$ cat src/design/udiv32_pkg.sv
// Package with the shared types and constants of the pipelined divider.
`timescale 1ns / 1ps

package udiv32_pkg;

  typedef struct packed {
    logic valid;
  } udiv_ctl_t;

  localparam int unsigned OUT_REG_STAGES = 1;

endpackage

$ cat src/design/udiv32_stage.sv
// One registered restoring-division step that resolves a single quotient bit.
`timescale 1ns / 1ps

module udiv32_stage #(
  parameter int unsigned DATA_WIDTH = 32
) (
  input  logic                   clk,
  input  logic                   rst_n,
  input  udiv32_pkg::udiv_ctl_t  in_ctl,
  input  logic [DATA_WIDTH-1:0]  in_d,
  input  logic [DATA_WIDTH-1:0]  in_p,
  input  logic [DATA_WIDTH-1:0]  in_qn,
  output udiv32_pkg::udiv_ctl_t  out_ctl,
  output logic [DATA_WIDTH-1:0]  out_d,
  output logic [DATA_WIDTH-1:0]  out_p,
  output logic [DATA_WIDTH-1:0]  out_qn
);

  logic [DATA_WIDTH:0]    shifted;
  logic [DATA_WIDTH:0]    diff;
  logic                   fits;
  udiv32_pkg::udiv_ctl_t  ctl_r;
  logic [DATA_WIDTH-1:0]  d_r;
  logic [DATA_WIDTH-1:0]  p_r;
  logic [DATA_WIDTH-1:0]  qn_r;
  logic [DATA_WIDTH-1:0]  p_nxt;
  logic [DATA_WIDTH-1:0]  qn_nxt;

  always_comb begin
    shifted = {in_p, in_qn[DATA_WIDTH-1]};
    diff    = shifted - {1'b0, in_d};
    fits    = (shifted >= {1'b0, in_d});
    p_nxt   = fits ? diff[DATA_WIDTH-1:0] : shifted[DATA_WIDTH-1:0];
    qn_nxt  = {in_qn[DATA_WIDTH-2:0], fits};
  end

  always_ff @(posedge clk) begin
    if (!rst_n) begin
      ctl_r.valid <= 1'b0;
    end else begin
      ctl_r <= in_ctl;
    end
  end

  always_ff @(posedge clk) begin
    d_r  <= in_d;
    p_r  <= p_nxt;
    qn_r <= qn_nxt;
  end

  assign out_ctl = ctl_r;
  assign out_d   = d_r;
  assign out_p   = p_r;
  assign out_qn  = qn_r;

endmodule

$ cat config.mk
export PLATFORM = sky130hd
export DESIGN_NAME = udiv32_stage
export DESIGN_NICKNAME = d
export VERILOG_FILES = /design/src/design/udiv32_pkg.sv /design/src/design/udiv32_stage.sv
export SDC_FILE = /design/constraint.sdc
export NUM_CORES = 1
export LEC_CHECK = 0
export BUFFER_PORTS_ARGS = -buffer_cell sky130_fd_sc_hd__buf_4
export CORE_MARGIN = 5
export CORE_UTILIZATION = 50
export DETAILED_ROUTE_END_ITERATION = 16
export HOLD_SLACK_MARGIN = 0.12
export PLACE_DENSITY = 0.91
export REMOVE_ABC_BUFFERS = 1
export SLEW_MARGIN = 20
export SYNTH_ARGS = -nofsm -noshare
export SYNTH_HDL_FRONTEND = slang
export SYNTH_SLANG_ARGS = --single-unit
$ cat constraint.sdc
create_clock -name clk -period 6.22 [get_ports clk]
set_clock_uncertainty 0.2 [all_clocks]
set_input_delay 0.622 -clock clk [delete_from_list [all_inputs] [get_ports clk]]
set_output_delay 0.622 -clock clk [all_outputs]
set_load 0.02 [all_outputs]
# Word level (Yosys, flattened, before mapping)
# Index checks and enable logic that the tools add are counted.
dict set report word_totals {
  ff_bits 97
  elab_cells 7
}
dict set report classes {
  add_sub_neg 1
  order_cmp 1
  muxes 1
}
# cell count
set op_table {}
lappend op_table {{greater-or-equal comparator 33 x 32 -> 1 bit} 1}
lappend op_table {{2-to-1 mux 32 bit} 1}
lappend op_table {{subtractor 32 bit} 1}

# Depth between registers and ports, before layout
dict set report logic_depth {
  word_depth 2
  depth_mapped 13
  mapped_depth_nobuf 12
}

# Worst setup path after synthesis
# OpenSTA, ideal clock, no wires.
dict set report synth_path {
  kind {input to register}
  start {input in_d[7]}
  end {register p_r[13] (netlist: out_p[13])}
  setup_ns 0.123
  arrival_ns 3.135
  required_time_ns 5.897
  slack_ns 2.761
  cell_stages 12
  path_buffers 2
  path_cell_list {inv_1 -> ha_1 -> buf_2 -> nand4_1 -> or4_1 -> a21oi_1 -> nor3_1 -> a211oi_2 -> o21ai_2 -> o31ai_4 -> buf_4 -> mux2_1}
}
dict set report synth_via {
  elab_chain_len 2
}
# element line
set synth_lines {}
lappend synth_lines {{start, declared} udiv32_stage.sv:10} ;# input logic [DATA_WIDTH-1:0] in_d,
lappend synth_lines {{subtractor 32 bit or greater-or-equal comparator 33 x 32 -> 1 bit (tied branches)} {udiv32_stage.sv:31, udiv32_stage.sv:32}}
lappend synth_lines {{2-to-1 mux 32 bit *} udiv32_stage.sv:33} ;# p_nxt = fits ? diff[DATA_WIDTH-1:0] : shifted[DATA_WIDTH-1:0];
lappend synth_lines {{net p_nxt[13]} udiv32_stage.sv:26} ;# logic [DATA_WIDTH-1:0] p_nxt;
lappend synth_lines {{end signal, assigned} udiv32_stage.sv:47} ;# p_r <= p_nxt;
lappend synth_lines {{end, declared} udiv32_stage.sv:24} ;# logic [DATA_WIDTH-1:0] p_r;
# Mark *: on every way through the listed nets, which the timed path passes. The rest lies on a longest branch.
# A chain may end at the register's enable or synchronous reset.

# Worst setup path after layout
dict set report layout_path {
  start {input in_d[0]}
  end {register p_r[30] (netlist: out_p[30])}
}
# Same word-level chain as after synthesis.

==> out/results.tsv <==
metric	value	unit
wl_per_cell	15.8	um
postCtsHoldBufs	0	
io_buffers	195	
grt_pass1_wl	17.9	mm
critPathRequiredTime	6.28	ns
initial_core_util	0.509	
drtPass1Iterations	4	
post-route-min-period	3.50	ns
status	finished clean	
multi_input_area	1980	um^2
num-nets-final	765	
fmax	0.286	GHz
cp_max_fo	4	
yosys_warnings	0	
finalSetupViolations	0	
hold_slack	0.153	ns
rsz0062_at_grt	false	
fill_cells	630	
whs_path_depth	1	
wirelength	11.8	mm
root_buffer	clkbuf_8	
syn_avg_cell_area	9.39	um^2
relSlewSlack	0.597	
synth-main-ff-cell	dfxtp_1	
drive_gt1_frac	0.350	
post-cts-setup-buffers	0	
drc_errors	0	
synth_seq_cells	97	
crit_path_end_kind	register	
cts_num_sinks	97	
yosysTopAreaCellShare	0.467	
cts_max_path_buffers	2	
synth_cell_types	48	
synth_area_leader_cell	dfxtp_1	
cts_buffers	9	
grt_pass1_vias	3769	
p_leak	2.91	nW
regArea	1940	um^2
design_area	5900	um^2
place_hpwl	9.54	mm
netlist_instances	443	
grt_usage	0.219	
tightest_slew	0.602	ns
slew_viol_final	0	
gr-total-overflow	0	
die_height	101	um
core	8180	um^2
worstPathArrival	3.56	ns
ioPinCount	196	
fin_crit_sh	0.563	
placed_cell_area	5680	um^2
p_per_area	280	nW/um^2
synth_edf_count	0	
hold_path.class	input pin to register	
die_area	10200	um^2
hold_viol_final	0	
async_flop_share	0	
vias	3851	
cts.htree.levels	3	
gp_congestion	0.955	
hold_start	in_qn[28]	
yosysSeqAreaShare	0.467	
start_kind	input pin	
ys_top_cells_by_area	dfxtp_1 (47%), ha_1 (9.6%), a21oi_1 (6.7%), inv_1 (3.4%), nor2_1 (3.2%)	
maxCapViolCount	0	
irDropWorstVdd	0.150	mV
grt_antenna_before_repair	0	
insertedDiodeCount	0	
synth_commonest_cells	dfxtp_1 (97), a21oi_1 (56), inv_1 (38), nor2_1 (35), ha_1 (32)	
crit_type	input pin to register	
clk_pin_slew	0.11	ns
finalSetupTns	0	ns
drt_iter0_drc	141	
vias_per_cell	5.18	
ant_nets	0	
die_w	101	um
synth_most_common_cell	dfxtp_1	
cts_tree	done	
min_to	out_qn[29]	
cts_resized	0	
grt_max_degree	30	
synth.cell_area	4160	um^2
row_count	33	
area_delta_synth_final	41.9	%
==> power breakdown <==
group / internal (mW) / leakage, nW / switching (mW)
registers: 0.689 / 0.818 / 0.0203
clock network: 0.198 / 0.108 / 0.248
logic: 0.224 / 1.98 / 0.270
==> final cells by class <==
cell class / instances / area share
Clock buffer: 9 / 0.0210
Clock inverter: 7 / 0.0168
Inverter: 38 / 0.0242
Multi-Input combinational cell: 290 / 0.336
Sequential cell: 97 / 0.329
Tap cell: 105 / 0.0223
Timing Repair Buffer: 197 / 0.251
==> registers in the layout (all words and copies together), names as in the netlist <==
register and flops:
out_p 32, out_ctl 1, out_qn 32, out_d 32
==> layer usage <==
layer | wire [um] | global-route usage | up-vias
li1 | - | - | 1901
met1 | 4620 | 0.248 | 1761
met2 | 5990 | 0.401 | 173
met3 | 923 | 0.0537 | 16
met4 | 215 | 0.0716 | 0
met5 | 0 | 0 | -
==> cells by family (layout without fill, tap and decap cells) <==
group | Yosys count | in the layout | synth area share
compound gates | 119 | 119 | 0.176
simple gates | 100 | 100 | 0.113
flops | 97 | 97 | 0.467
buf+inv | 56 | 251 | 0.0560
fa+ha+maj | 33 | 33 | 0.101
xor+xnor | 27 | 27 | 0.0569
mux | 11 | 11 | 0.0295
==> placed cells by master (no fill, tap or decap), types with 4 or more instances in the layout <==
master / n
mux2_1: 4
o211ai_1: 4
mux2_2: 6
buf_4: 197
o21ai_0: 16
a21oi_1: 56
ha_1: 32
xor2_1: 12
nand4_1: 8
nand2_1: 26
inv_1: 38
dfxtp_1: 97
o21a_1: 6
clkbuf_8: 9
a21o_1: 12
nor2_1: 35
xnor2_1: 15
a31oi_1: 5
nor4_1: 4
nand3_1: 8
==> per-stage QoR <==
step | util | setup slack (ns) | power (mW) | cells
6_report | 0.722 | 2.72 | 1.65 | 743
5_1_grt | 0.722 | 2.57 | 1.73 | 743
4_1_cts | 0.722 | 2.78 | 1.66 | 743
3_5_place_dp | 0.695 | 2.38 | 1.22 | 727
3_3_place_gp | 0.695 | 2.50 | 1.20 | 727
2_1_floorplan | - | 2.11 | 1.00 | 425
==> worst max path at each step <==
| stage | startpoint | end | cells after the start |
|---|---|---|---|
| after floorplan | in_d[7] | out_p[10] | 10 |
| after global placement | in_d[5] | out_p[4] | 12 |
| after detailed placement | in_d[0] | out_p[30] | 12 |
| after CTS | in_d[0] | out_p[30] | 12 |
| after global routing | in_d[16] | out_p[4] | 12 |
| final | in_d[0] | out_p[30] | 12 |
==> worst max-delay path: stages <==
cell,delay [ns]
buf_4,0.11
ha_1,0.22
fa_1,0.41
nand2b_1,0.19
a21oi_1,0.15
o21ai_0,0.22
o311a_1,0.38
a31oi_1,0.32
a21oi_1,0.19
o41ai_1,0.33
xor2_1,0.11
mux2_1,0.30
No activity file was read; power rests on OpenSTA's default activity.
